$ cat config.mk
export PLATFORM = sky130hd
export DESIGN_NAME = fixed_pattern_search_replace_core
export DESIGN_NICKNAME = d
export VERILOG_FILES = /design/src/rtl/fpsr_pkg.sv /design/src/rtl/fpsr_window_patch.sv /design/src/rtl/fixed_pattern_search_replace_core.sv
export SDC_FILE = /design/constraint.sdc
export NUM_CORES = 1
export LEC_CHECK = 0
export BUFFER_PORTS_ARGS = -buffer_cell sky130_fd_sc_hd__buf_2
export CORE_MARGIN = 2
export CORE_UTILIZATION = 35
export CTS_BUF_LIST = sky130_fd_sc_hd__clkbuf_4 sky130_fd_sc_hd__clkbuf_8
export CTS_CLUSTER_SIZE = 24
export DETAILED_ROUTE_END_ITERATION = 7
export SLEW_MARGIN = 20
export SYNTH_ARGS = -nofsm -noshare
export SYNTH_HDL_FRONTEND = slang
export SYNTH_SLANG_ARGS = --single-unit
$ cat constraint.sdc
create_clock -name clk_i -period 8.6 [get_ports clk_i]
set_input_delay 0.43 -clock clk_i [delete_from_list [all_inputs] [get_ports clk_i]]
set_output_delay 0.43 -clock clk_i [all_outputs]
set_load 0.05 [all_outputs]
$ cat src/rtl/fpsr_pkg.sv
// Shared types and constants of the pattern search and replace core.
// No dependencies.
package fpsr_pkg;

  localparam int unsigned WinLen = 12;

  // Window bytes, element 0 is the oldest byte.
  typedef logic [0:WinLen-1][7:0] win_t;
  typedef logic [0:WinLen-2][7:0] held_t;

  localparam logic [31:0] SigWord0 = 32'hBC02_4708;
  localparam logic [31:0] SigWord1 = 32'h0000_0001;
  localparam logic [31:0] SigWord2 = 32'h0000_0002;
  localparam win_t        SigPattern = {SigWord0, SigWord1, SigWord2};

  localparam logic [31:0] TitleHighReset = 32'h0000_0001;
  localparam logic [31:0] TitleLowReset  = 32'h0000_0002;

  typedef enum logic [1:0] {
    RegTitleHigh = 2'd0,
    RegTitleLow  = 2'd1
  } cfg_reg_e;

endpackage

$ cat src/rtl/fpsr_window_patch.sv
// Appends one byte to the held window, compares the full window with the signature
// and patches the title words on a hit. Combinational. Depends on fpsr_pkg.
module fpsr_window_patch import fpsr_pkg::*; (
  input  held_t       held_i,
  input  logic [3:0]  fill_i,
  input  logic [7:0]  byte_i,
  input  logic [31:0] title_high_i,
  input  logic [31:0] title_low_i,
  output win_t        win_o,
  output logic        hit_o
);

  win_t win_raw;
  logic full;

  assign full = (fill_i == 4'(WinLen - 1));

  always_comb begin
    for (int i = 0; i < WinLen - 1; i++) begin
      win_raw[i] = (fill_i == 4'(i)) ? byte_i : held_i[i];
    end
    win_raw[WinLen-1] = full ? byte_i : 8'h00;
  end

  assign hit_o = full && (win_raw == SigPattern);

  always_comb begin
    win_o = win_raw;
    if (hit_o) begin
      win_o[4:7]  = title_high_i;
      win_o[8:11] = title_low_i;
    end
  end

endmodule

$ cat src/rtl/fixed_pattern_search_replace_core.sv
// Byte-stream signature search and replace. One byte request is taken per cycle and a
// byte leaves once eleven newer bytes of the same image have arrived, through a one-entry
// output register. A final image byte with n bytes still held sends n + 1 bytes out; the
// first goes to the output register at once and the other n drain from a flush buffer at
// one byte per cycle while the output is not stalled, during which the input is stalled.
// The input also stalls while the output register is full and stalled.
module fixed_pattern_search_replace_core import fpsr_pkg::*; (
  input  logic        clk_i,
  input  logic        rst_ni,
  input  logic        cfg_we_i,
  input  logic [1:0]  cfg_idx_i,
  input  logic [31:0] cfg_data_i,
  input  logic        in_valid_i,
  output logic        in_stall_o,
  input  logic [7:0]  data_byte_i,
  input  logic        end_of_image_i,
  output logic        out_valid_o,
  input  logic        out_stall_i,
  output logic [7:0]  out_byte_o,
  output logic        out_last_o,
  output logic [15:0] matches_found_o
);

  logic [31:0] title_high_q, title_low_q;
  held_t       win_q, win_d;
  logic [3:0]  fill_q, fill_d;
  logic [15:0] cnt_q, cnt_d, cnt_inc;
  held_t       flush_buf_q, flush_buf_d;
  logic [3:0]  flush_cnt_q, flush_cnt_d;
  logic        out_valid_q, out_valid_d;
  logic [7:0]  out_byte_q, out_byte_d;
  logic        out_last_q, out_last_d;
  logic [15:0] out_cnt_q, out_cnt_d;

  win_t win_new;
  logic hit;
  logic full;
  logic out_ready;
  logic flush_busy;
  logic in_acc;

  fpsr_window_patch u_patch (
    .held_i       (win_q),
    .fill_i       (fill_q),
    .byte_i       (data_byte_i),
    .title_high_i (title_high_q),
    .title_low_i  (title_low_q),
    .win_o        (win_new),
    .hit_o        (hit)
  );

  assign full       = (fill_q == 4'(WinLen - 1));
  assign out_ready  = !out_valid_q || !out_stall_i;
  assign flush_busy = (flush_cnt_q != 4'd0);
  assign in_stall_o = flush_busy || !out_ready;
  assign in_acc     = in_valid_i && !in_stall_o;
  assign cnt_inc    = (hit && (cnt_q != 16'hFFFF)) ? cnt_q + 16'd1 : cnt_q;

  always_ff @(posedge clk_i or negedge rst_ni) begin
    if (!rst_ni) begin
      title_high_q <= TitleHighReset;
      title_low_q  <= TitleLowReset;
    end else if (cfg_we_i) begin
      unique case (cfg_idx_i)
        RegTitleHigh: title_high_q <= cfg_data_i;
        RegTitleLow:  title_low_q  <= cfg_data_i;
        default: ;
      endcase
    end
  end

  always_comb begin
    win_d       = win_q;
    fill_d      = fill_q;
    cnt_d       = cnt_q;
    flush_buf_d = flush_buf_q;
    flush_cnt_d = flush_cnt_q;
    out_valid_d = out_valid_q && out_stall_i;
    out_byte_d  = out_byte_q;
    out_last_d  = out_last_q;
    out_cnt_d   = out_cnt_q;
    priority if (in_acc && end_of_image_i) begin
      // Oldest byte goes out now, the rest of the window waits in the flush buffer.
      out_valid_d = 1'b1;
      out_byte_d  = win_new[0];
      out_last_d  = (fill_q == 4'd0);
      out_cnt_d   = cnt_inc;
      flush_buf_d = win_new[1:WinLen-1];
      flush_cnt_d = fill_q;
      fill_d      = 4'd0;
      cnt_d       = 16'd0;
    end else if (in_acc) begin
      cnt_d = cnt_inc;
      if (full) begin
        out_valid_d = 1'b1;
        out_byte_d  = win_new[0];
        out_last_d  = 1'b0;
        out_cnt_d   = cnt_inc;
        win_d       = win_new[1:WinLen-1];
      end else begin
        win_d  = win_new[0:WinLen-2];
        fill_d = fill_q + 4'd1;
      end
    end else if (flush_busy && out_ready) begin
      out_valid_d = 1'b1;
      out_byte_d  = flush_buf_q[0];
      out_last_d  = (flush_cnt_q == 4'd1);
      flush_buf_d = {flush_buf_q[1:WinLen-2], 8'h00};
      flush_cnt_d = flush_cnt_q - 4'd1;
    end else begin
      // Nothing to take in or drain; everything holds.
    end
  end

  always_ff @(posedge clk_i or negedge rst_ni) begin
    if (!rst_ni) begin
      win_q       <= '0;
      fill_q      <= 4'd0;
      cnt_q       <= 16'd0;
      flush_cnt_q <= 4'd0;
      out_valid_q <= 1'b0;
    end else begin
      win_q       <= win_d;
      fill_q      <= fill_d;
      cnt_q       <= cnt_d;
      flush_cnt_q <= flush_cnt_d;
      out_valid_q <= out_valid_d;
    end
  end

  always_ff @(posedge clk_i) begin
    flush_buf_q <= flush_buf_d;
    out_byte_q  <= out_byte_d;
    out_last_q  <= out_last_d;
    out_cnt_q   <= out_cnt_d;
  end

  assign out_valid_o     = out_valid_q;
  assign out_byte_o      = out_byte_q;
  assign out_last_o      = out_last_q;
  assign matches_found_o = out_cnt_q;

endmodule

Word level (Yosys, flattened, before mapping)
Index checks and enable logic that the tools add are counted.

Logic and storage cells: 120. Output and inout bits: 27. Input bits: 48. Register bits: 290.

Reductions and logical operators: 26. Bitwise gates (word level): 1. Add/sub/neg operators: 3. Equality and inequality tests: 18. Multiplexer cells: 41.

Operators by type and width (number): $mux W88 (4); $mux W8 (16); $eq A96 B96 Y1 const B (1); $mux W16 (6); $mux W64 (1); $mux W4 (6); $add A16 B1 Y16 const B (1); $eq A4 B3 Y1 const B (4); $eq A4 B4 Y1 const B (4); $ne A16 B16 Y1 const B (1); $reduce_and A2 Y1 (7); $eq A4 B1 Y1 const B (2); $eq A4 B2 Y1 const B (2); $mux W1 (8); $logic_and A1 B1 Y1 (6); $reduce_bool A2 Y1 (3); $add A4 B1 Y4 const B (1); $logic_not A1 Y1 (4); $logic_not A4 Y1 (1); $reduce_bool A4 Y1 (1); $sub A4 B1 Y4 const B (1); $ne A3 B1 Y1 const B (1); $reduce_bool A3 Y1 (1); $eq A2 B1 Y1 const B (1); 5 further kinds (6).

Logic depth before layout (Yosys ltp)
Gate-level depths: netlist (run 1).

Depth in word-level cells: 9. Depth in mapped cells: 14. Gate-level depth less buffers: 10.

Cells and area by module
Synthesis (run 1) repeated with hierarchy kept, for this count alone.

Cells, all modules: 1319. Area, all modules: 15056.9 um^2.

By module, submodules not included: fixed_pattern_search_replace_core (area each 12757.2 um^2, times used 1, cells an instance 982, sequential area each 7825.0 um^2); fpsr_window_patch (area each 2299.7 um^2, times used 1, cells an instance 337, sequential area each 0.0 um^2).

Worst setup path before layout (run 1)
Ideal clock, no wire load.

Path kind: flip-flop to flip-flop. From: reg flush_cnt_q[0]. To: reg flush_cnt_q[3]. Required time: 8.474 ns. Setup slack: 4.009 ns. Buffers on the path: 2. Arrival time: 4.465 ns. Period minus slack after synthesis: 4.591 ns. Stages on the path, launching flop included: 12. Library setup time: 0.126 ns. Cells stage by stage: dfrtp_1 inv_1 ha_1 or3b_2 a21oi_1 and2_1 clkbuf_1 nand2_1 clkbuf_1 nand2_1 o21ai_0 a221o_1.

Word-level cells in the longest chain between the ends: 7. Elaborated cells between the ends (all ways): 13. Those cells by class: 1 x add/sub; 1 x eq/ne; 3 x mux; 8 x reduce/logical.

Ends and longest elaborated chain: start: declaration (RTL line fixed_pattern_search_replace_core.sv:29) `logic [3:0] flush_cnt_q, flush_cnt_d;`; start signal: assignment (RTL line fixed_pattern_search_replace_core.sv:126) `flush_cnt_q <= flush_cnt_d;`; branches (longest 7 deep; another with $sub A4 B1 Y4).

Several ways; the timed one is not identified. The select of a mux whose other input is x is not followed. A chain may end at the register's enable or synchronous reset.

Worst setup path in the final report (run 1)
From: reg fill_q[2]. To: reg win_q[10] (netlist name).

Word-level cells in the longest chain between the ends: 6. Elaborated cells between the ends (all ways): 28. Those cells by class: 12 x eq/ne; 14 x mux; 2 x reduce/logical.

Ends and longest elaborated chain: start: declaration (RTL line fixed_pattern_search_replace_core.sv:26) `logic [3:0] fill_q, fill_d;`; start signal: assignment (RTL line fixed_pattern_search_replace_core.sv:124) `fill_q <= fill_d;`; $eq A4 B4 Y1 (tied with other cells) (RTL line fpsr_window_patch.sv:16, fixed_pattern_search_replace_core.sv:52); $mux W8 (on tied branches) (RTL line fpsr_window_patch.sv:22, fpsr_window_patch.sv:20); $eq A96 B96 Y1 (RTL line fpsr_window_patch.sv:25) `assign hit_o = full && (win_raw == SigPattern);`; $logic_and A1 B1 Y1 (RTL line fpsr_window_patch.sv:25); $mux W64 (RTL line fpsr_window_patch.sv:29) `if (hit_o) begin`; $mux W88 * (RTL line fixed_pattern_search_replace_core.sv:94) `if (full) begin`; end signal: assignment (RTL line fixed_pattern_search_replace_core.sv:123) `win_q <= win_d;`; end: declaration (RTL line fixed_pattern_search_replace_core.sv:25) `held_t win_q, win_d;`.

Mark *: on every way between the ends. The rest lies on a longest branch, timed or not.

==> impl_metrics.toml, run 1 <==
[status]
outcome = "finished clean"

[hold_path]
hold_path_class = "primary input to flop"

[sta]
min_period_ns = 5.29
finalCritPeriodShare = 0.615
worst-slew-pin-transition_ns = 1.05
setup_viol = 0
grt_setup_unrepaired = "false"
tns_ns = 0
drv_slew = 0
slew_headroom = 0.301
fmaxAchievable_mhz = 189
clock_skew_ns = 0.0165
hold_viol_final = 0

[pwr]
finalPower_mw = 4.88
power.switching_mw = 1.77
peakVddDrop_mv = 0.138
p_clk_frac = 0.269
switching_share = 0.363
power_density_nw_per_um2 = 286
p_leak_nw = 7.18
p_seq_frac = 0.441
intPower_mw = 3.10
p_comb_frac = 0.290

[clock_tree]
clkSinkCount = 290
cts-htree-levels = 2
insertion_delay_ns = 0.61
cts_buffer_depth = 3
post_cts_resized = 0
post_cts_buffers = 0
cts_tree = "done"
cts_root_buf = "clkbuf_8"
holdBufCountCts = 1
numCtsBuffers = 49
clkSlewWorstSetupHoldPaths_ns = 0.07

[synthesis]
synth_nets = 1600
synth_top_cell_by_area = "dfrtp_1"
synth_common_cells = "nand2_1 (225), dfrtp_1 (175), a21oi_1 (135)"
synth_edf_count = 113
synth_seq_cells = 290
synth_area_sq_um = 15100
syn_inst = 1544
ys_seq_area_frac = 0.517
synthArstFlopShare = 0.610
synth.area.top_cells = "dfrtp_1 (29%), edfxtp_1 (22%), mux2_2 (6.5%)"
synth_area_per_cell_sq_um = 9.81
ys_types = 69
yosys_warnings = 0
ys.flop_type = "dfrtp_1"
yosysMostFrequentCell = "nand2_1"
synth_top_area_frac = 0.289

[die]
core-area_sq_um = 42900
start_util = 0.353
io_pins = 75
fp-row-count = 76
fp.dieArea_sq_um = 45000
fp.dieW_microns = 212
die_y_microns = 212

[worst_setup_path]
worstPathCellList = "nand3b_1 -> mux2_2 -> or4_1 -> nor2_1 -> nand4_1 -> or4b_1 -> nor2_2 -> a21o_1"
max_stage_delay_ns = 0.93
cp.arrival_ns = 5.83
rrSetupSlack_ns = 3.31
worst_path_max_delay_cell = "nand3b_1"
path_delay_family = "simple AND/OR/NAND/NOR gates"
crit_buf_inv = 0
critPathLaunchType = "flop"
crit_type = "flop to flop"
critPathCaptureType = "flop"
worst_ep_required_time_ns = 9.14
worstPathMaxFanout = 30

[run]
maxCapViolCount = 0

[drt]
wire_per_inst_microns = 23.3
via_per_inst = 5.79
dr.pass1.iters = 7
route.final.wire_length_microns = 50800
vias = 12700
drt-initial-drc-count = 1241
drtAntennaViolNets = 0
drc = 0

[grt]
grt_pass1_wl_microns = 77400
grt_overflow_total = 0
track_usage = 0.228
grt_pass1_vias = 12200
antenna_found_initial = 2
grt_max_degree = 105

[placement]
dp_hpwl_microns = 34100
io_buffers = 74
place.gp.congestion = 0.955
post-place-cells = 2095
placed_cell_area_sq_um = 16000

[final_layout]
finalNonFillerCells = 2186
final_nets = 1618
drive_gt1_frac = 0.178
fill_cells = 4257
antenna_cells = 0
synthToLayoutAreaGrowth_pct = 12.3
final_area_sq_um = 17000
cell type report:
cell class                 instances  area [sq um]  area share
multi-input combinational       1104          6810       0.400
inverter                          24          90.1     0.00529
clock buffer                      71           915      0.0537
timing repair buffer              93           528      0.0310
tap                              585           732      0.0430
sequential                       290          7830       0.460
clock inverter                    19           121     0.00713
cells by family after synthesis:
group,share of synthesized area
xor+xnor,0.00810
compound gates,0.171
flops,0.517
fa+ha+maj,0.00661
simple gates,0.156
mux,0.103
buf+inv,0.0386
per-layer routing:
layer,vias to the layer above,global-route usage,routed length (microns)
met5,-,0,11
met4,2,0.0877,1850
met3,113,0.0470,4200
met2,579,0.349,22800
met1,6280,0.317,21900
li1,5691,-,-
cells in the final DEF, fill, tap and decap left out, drive strengths merged, types with 7 or more instances in the layout:
master,synthesis,layout
xnor2,12,12
nor3b,7,7
o22ai,37,37
nor3,24,24
o32ai,15,15
buf,17,91
nor2b,8,8
ha,8,8
clkinv,0,15
inv,24,25
mux2i,56,56
and3,13,13
a21oi,135,135
edfxtp,113,113
a21o,20,20
nor4,16,16
nor2,113,113
dfrtp,175,175
nand3b,10,10
a31oi,17,17
a221o,9,9
nand2b,7,7
o31ai,7,7
nand4,17,17
clkbuf,109,72
o21ai,129,129
mux2,88,88
or3,8,8
a21boi,8,8
nand2,225,225
nand3,31,31
worst paths after layout:
| check | end | start | depth (start not counted) |
|---|---|---|---|
| min reg2reg | win_q[65]$_DFFE_PN0P_ | win_q[65]$_DFFE_PN0P_ | 2 |
| min in group asynchronous | title_low_q[5]$_DFFE_PN0P_ | rst_ni | 2 |
| max | win_q[10]$_DFFE_PN0P_ | fill_q[2]$_DFFE_PN0P_ | 8 |
| min | title_high_q[19]$_DFFE_PN0P_ | cfg_data_i[19] | 2 |
| max reg2reg | win_q[10]$_DFFE_PN0P_ | fill_q[2]$_DFFE_PN0P_ | 8 |
| max in group asynchronous | win_q[68]$_DFFE_PN0P_ | rst_ni | 3 |
sequential cells by signal, summed over array words and instances (netlist names):
signal	cells
out_last_o	1
flush_buf_q	88
cnt_q	16
title_high_q	32
out_byte_o	8
fill_q	4
out_valid_o	1
flush_cnt_q	4
win_q	88
title_low_q	32
matches_found_o	16
power by group through the flow:
stage               clock (mW)  combinational [mW]  sequential (mW)
global route              1.40                1.55             2.18
floorplan                    0               0.929             2.13
detailed placement           0                1.39             2.17
CTS                       1.33                1.40             2.14
global placement             0                1.37             2.15
finish                    1.31                1.41             2.15
through the flow:
step | setup WS [ns] | hold WS (ns) | util
global route | 2.98 | 0.0542 | 0.397
finish | 3.31 | 0.0637 | 0.397
CTS | 3.38 | 0.0309 | 0.396
floorplan | 4.01 | 0.134 | -
global placement | 3.54 | 0.456 | 0.372
detailed placement | 3.41 | 0.460 | 0.372
No activity file was read; power rests on OpenSTA's default activity.
==> run 2: changes to the inputs <==
==> constraint.sdc (replaced) <==
create_clock -name clk_i -period 5.06 [get_ports clk_i]
set_input_delay 0.253 -clock clk_i [delete_from_list [all_inputs] [get_ports clk_i]]
set_output_delay 0.253 -clock clk_i [all_outputs]
set_load 0.05 [all_outputs]
==> run 2 against run 1 <==
  * Cell count up 3.3%
  * Register-to-register slack worse by 2.9 ns
  * First-iteration DRC count rose by 3.7%
  * Clock power rose by 76%
  * Sequential power up 70%
  * Wire length up 2.3%
  * Count of clock-buffer cells in the layout up 8
  * Maximum frequency increased by 13%
  * Largest power group unchanged
==> impl_metrics.toml, run 2 (synthesis results as in run 1) <==
[status]
outcome = "finished clean"

[worst_setup_path]
cp.arrival_ns = 5.02
reg2reg_depth = 10
worst_ep_required_time_ns = 5.40
crit_type = "flop to flop"
worstPathMaxFanout = 10
critPathLaunchType = "flop"
critPathCaptureType = "flop"

[pwr]
power_density_nw_per_um2 = 481
intPower_mw = 5.47
p_leak_nw = 7.54
p_clk_frac = 0.270
power.switching_mw = 3.05
switching_share = 0.358
peakVddDrop_mv = 0.241
p_seq_frac = 0.430
p_comb_frac = 0.300

[final_layout]
antenna_cells = 0
seq_area_sq_um = 7830
multi_input_area_sq_um = 6790
final_cell_mix = "nand2_1 (222), dfrtp_1 (175), a21oi_1 (135)"
fill_cells = 4201
final_nets = 1691
reg_top3 = "flush_buf_q (88), win_q (88)"
synthToLayoutAreaGrowth_pct = 17.0
drive_gt1_frac = 0.196
layout_commonest_cell = "nand2_1"
finalNonFillerCells = 2259

[clock_tree]
cts_buffer_depth = 3
cts-htree-levels = 2
cts_tree = "done"
cts_root_buf = "clkbuf_8"
clkSlewWorstSetupHoldPaths_ns = 0.06
insertion_delay_ns = 0.61
post_cts_buffers = 0
numCtsBuffers = 49
clkSinkCount = 290

[drt]
drt-initial-drc-count = 1287
wire_per_inst_microns = 23.0
met1_length_microns = 22600
dr.pass1.iters = 7
dr_wl_met3_microns = 4200
vias = 13000
met2_wirelength_microns = 23500
drtAntennaViolNets = 0
drc = 0
route.final.wire_length_microns = 52000
top_layer_used = "met4"
via_per_inst = 5.75

[sta]
fmaxAchievable_mhz = 214
setup_viol = 0
finalCritPeriodShare = 0.925
clock_skew_ns = 0.0285
min_period_ns = 4.68
hold_viol_final = 0
drv_slew = 0
grt_setup_unrepaired = "false"
tns_ns = 0
worst-slew-pin-transition_ns = 0.982
slew_headroom = 0.339

[die]
die_y_microns = 212
fp.dieW_microns = 212
core-area_sq_um = 42900
start_util = 0.353
io_pins = 75
fp-row-count = 76
fp.dieArea_sq_um = 45000

[grt]
grt_overflow_total = 0
grt_max_degree = 74
grt_pass1_wl_microns = 79100
grt_pass1_vias = 12500
antenna_found_initial = 1
track_usage = 0.234

[placement]
io_buffers = 74
place.gp.congestion = 1.00
dp_hpwl_microns = 35800
post-place-cells = 2134

[run]
maxCapViolCount = 0

[hold_path]
hold_path_class = "primary input to flop"
whs_path_depth = 3
## run 2: cell type report
type / instances / area share
clock buffer: 79 / 0.0547
clock inverter: 11 / 0.00593
inverter: 24 / 0.00509
multi-input combinational: 1104 / 0.384
sequential: 290 / 0.442
tap: 585 / 0.0413
timing repair buffer: 166 / 0.0677
## run 2: through the flow
stage / cell area [sq um] / total power, mW / util / hold slack [ns] / setup WS [ns]
after CTS: 17700 / 8.50 / 0.412 / 0.0718 / 0.417
after global routing: 17700 / 8.94 / 0.413 / 0.0985 / 0.187
final: 17700 / 8.52 / 0.413 / 0.102 / 0.380
after detailed placement: 16300 / 6.18 / 0.379 / 0.288 / 0.438
after global placement: 16300 / 6.14 / 0.379 / 0.285 / 0.539
after floorplan: 15100 / 5.20 / - / -0.0426 / 0.469
## run 2: power groups by stage
stage	Combinational, mW	Clock (mW)	Sequential [mW]
after floorplan	1.58	0	3.62
after global placement	2.47	0	3.67
after detailed placement	2.50	0	3.68
after CTS	2.53	2.33	3.64
after global routing	2.78	2.45	3.71
final	2.55	2.30	3.66
## run 2: per-layer routing
metal | track usage | vias to the layer above
met5 | 0 | -
met4 | 0.0801 | 0
met3 | 0.0388 | 118
met2 | 0.365 | 633
met1 | 0.329 | 6410
li1 | - | 5830
## run 2: repair_timing
action / in CTS / in global routing
hold buffers: 34 / 0
resized for setup: 0 / 0
endpoints found under the hold margin: 128 / 0
## run 2: critical path, cell delays in order, from the launching register on
cell and delay (ns):
dfrtp_1 0.45, inv_1 0.14, ha_1 0.35, or3b_2 0.63, mux2_2 0.32, nand2_1 0.05, or4_1 0.51, or4_1 0.45
or4b_1 0.79, nor2_1 0.38, mux2_2 0.37
## run 2: worst paths after layout
| kind | slack [ns] | from | end |
|---|---|---|---|
| setup reg to reg | 0.38 | fill_q[1]$_DFFE_PN0P_ | matches_found_o[1]$_DFFE_PP_ |
| min in group asynchronous | 0.20 | rst_ni | title_low_q[5]$_DFFE_PN0P_ |
| max in group asynchronous | 3.52 | rst_ni | win_q[54]$_DFFE_PN0P_ |
| setup / recovery | 0.38 | fill_q[1]$_DFFE_PN0P_ | matches_found_o[1]$_DFFE_PP_ |
| hold / removal | 0.10 | data_byte_i[4] | win_q[84]$_DFFE_PN0P_ |
| hold reg to reg | 0.47 | win_q[39]$_DFFE_PN0P_ | win_q[39]$_DFFE_PN0P_ |
==> run 3: changes to the inputs <==
==> constraint.sdc (replaced) <==
create_clock -name clk_i -period 5.9 [get_ports clk_i]
set_input_delay 0.295 -clock clk_i [delete_from_list [all_inputs] [get_ports clk_i]]
set_output_delay 0.295 -clock clk_i [all_outputs]
set_load 0.05 [all_outputs]
==> run 3 against run 2 <==
  * Clock skew is 0.0053 ns higher
  * Maximum frequency is 7.5% lower
  * Via count is 1.1% lower
  * Largest power group unchanged
  * Count of clock-buffer cells in the layout is 1 higher
  * First-iteration DRC count is 12% higher
  * Power is 13% lower
  * Sequential share of layout area is 0.13 points higher
  * Critical path depth stayed put
  * Hold slack better by 0.053 ns
==> impl_metrics.toml, run 3 (synthesis results as in run 1) <==
[status]
outcome = "finished clean"

[drt]
route.final.wire_length_microns = 51400
vias = 12800
drt-initial-drc-count = 1440
dr.pass1.iters = 6
wire_per_inst_microns = 22.9
drtAntennaViolNets = 0
via_per_inst = 5.72
drc = 0

[clock_tree]
numCtsBuffers = 52
clkSlewWorstSetupHoldPaths_ns = 0.06
cts_tree = "done"
cts_root_buf = "clkbuf_8"
post_cts_buffers = 0
cts-htree-levels = 2
clkSinkCount = 290
cts_buffer_depth = 3
insertion_delay_ns = 0.64
post_cts_resized = 0

[worst_setup_path]
rrSetupSlack_ns = 0.84
worstPathMaxFanout = 21
crit_top_cell = "or4b_1"
critPathCaptureType = "flop"
crit_buf_inv = 1
cp.arrival_ns = 5.62
worst_path_max_delay_cell = "or4b_1"
worst_ep_required_time_ns = 6.47
worstPathCellList = "inv_1 -> ha_1 -> or3b_2 -> mux2i_1 -> or4b_1 -> nor4_1 -> nand4_1 -> or4b_1 -> nor2_2 -> a21o_1"
critPathLaunchType = "flop"
rr_endpoint = "win_q[38]$_DFFE_PN0P_"
r2r-start = "fill_q[0]$_DFFE_PN0P_"
path_delay_family = "simple AND/OR/NAND/NOR gates"
reg2reg_depth = 10
max_stage_delay_ns = 0.97
crit_type = "flop to flop"

[sta]
hold_viol_final = 0
grt_setup_unrepaired = "false"
worst-slew-pin-transition_ns = 0.995
setup_viol = 0
finalCritPeriodShare = 0.857
min_period_ns = 5.06
clock_skew_ns = 0.0338
setup_ws_ns = 0.843
tns_ns = 0
drv_slew = 0
fmaxAchievable_mhz = 198
slew_headroom = 0.337

[pwr]
power_density_nw_per_um2 = 419
peakVddDrop_mv = 0.163
p_leak_nw = 7.50

[die]
io_pins = 75
fp.dieW_microns = 212
fp-row-count = 76
core-area_sq_um = 42900
fp.dieArea_sq_um = 45000
start_util = 0.353
die_y_microns = 212

[final_layout]
final_cell_mix = "nand2_1 (222), dfrtp_1 (175), a21oi_1 (135)"
reg_top3 = "flush_buf_q (88), win_q (88)"
final_nets = 1671
layout_commonest_cell = "nand2_1"
synthToLayoutAreaGrowth_pct = 16.6
drive_gt1_frac = 0.190
fin_util = 0.412

[hold_path]
hp-start = "data_byte_i[1]"
whs_path_depth = 3
hold_end = "win_q[81]$_DFFE_PN0P_"
hold_path_class = "primary input to flop"

[run]
maxCapViolCount = 0

[placement]
dp_hpwl_microns = 35000
io_buffers = 74
pre_cts_slack_ns = 0.892
place.gp.congestion = 0.934

[grt]
antenna_found_initial = 2
grt_max_degree = 98
grt_pass1_vias = 12600
grt_pass1_wl_microns = 78500
grt_overflow_total = 0
track_usage = 0.231
[run 3: cell count changes in the layout (fill, tap and decap cells not counted), sizes merged]
cell | previous run | this run
inv | 24 | 25
diode | 0 | 1
bufinv | 2 | 4
clkbuf | 80 | 81
buf | 131 | 108
clkinv | 7 | 11
clkinvlp | 2 | 1
[run 3: routing by layer]
layer / GRT usage / vias to the layer above / wire length (microns) / part of all wire
met5: 0 / - / 11 / 0.00021
met4: 0.0821 / 2 / 1790 / 0.035
met3: 0.0529 / 121 / 4100 / 0.080
met2: 0.359 / 595 / 23300 / 0.45
met1: 0.318 / 6319 / 22200 / 0.43
li1: - / 5805 / - / -
[run 3: report_power, final]
part	switching (mW)	internal, mW
sequential	0.373	2.77
combinational	1.38	0.765
clock	0.884	1.24
[run 3: timing repair]
| action | in CTS | in global routing |
|---|---|---|
| setup endpoints to repair | 0 | 0 |
| endpoints found under the hold margin | 116 | 0 |
| hold buffers | 34 | 0 |
[run 3: layout make-up]
type | instances | area (sq um)
diodes | 1 | 2.50
clock buffers | 80 | 982
clock inverters | 17 | 189
fillers | 4199 | 25200
inverters | 24 | 90.1
multi-input cells | 1104 | 6800
flip-flops and latches | 290 | 7830
well taps | 585 | 732
repair buffers | 143 | 1040
[run 3: per-stage QoR]
step	cells	total power, mW	hold WS, ns	cell area (sq um)
floorplan	1544	4.46	-0.000591	15100
global placement	2111	5.23	0.294	16100
detailed placement	2111	5.26	0.298	16100
CTS	2242	7.42	0.117	17600
global route	2244	7.79	0.159	17700
finish	2244	7.40	0.155	17700
[run 3: how the worst max path moves through the flow]
stage	start	endpoint	slack, ns	cells after the start
after global routing	fill_q[0]$_DFFE_PN0P_	win_q[21]$_DFFE_PN0P_	0.58	10
after detailed placement	fill_q[0]$_DFFE_PN0P_	win_q[38]$_DFFE_PN0P_	0.89	10
after CTS	fill_q[0]$_DFFE_PN0P_	win_q[38]$_DFFE_PN0P_	0.88	10
final	fill_q[0]$_DFFE_PN0P_	win_q[38]$_DFFE_PN0P_	0.84	10
after global placement	fill_q[0]$_DFFE_PN0P_	win_q[21]$_DFFE_PN0P_	0.97	10
after floorplan	flush_cnt_q[0]$_DFFE_PN0P_	flush_cnt_q[3]$_DFFE_PN0P_	1.31	11
[run 3: worst reg2reg max path: stages, from the launching register on]
cell     delay, ns
dfrtp_1       0.45
inv_1         0.14
ha_1          0.33
or3b_2        0.75
mux2i_1       0.24
or4b_1        0.55
nor4_1        0.33
nand4_1       0.22
or4b_1        0.98
nor2_2        0.80
a21o_1        0.22
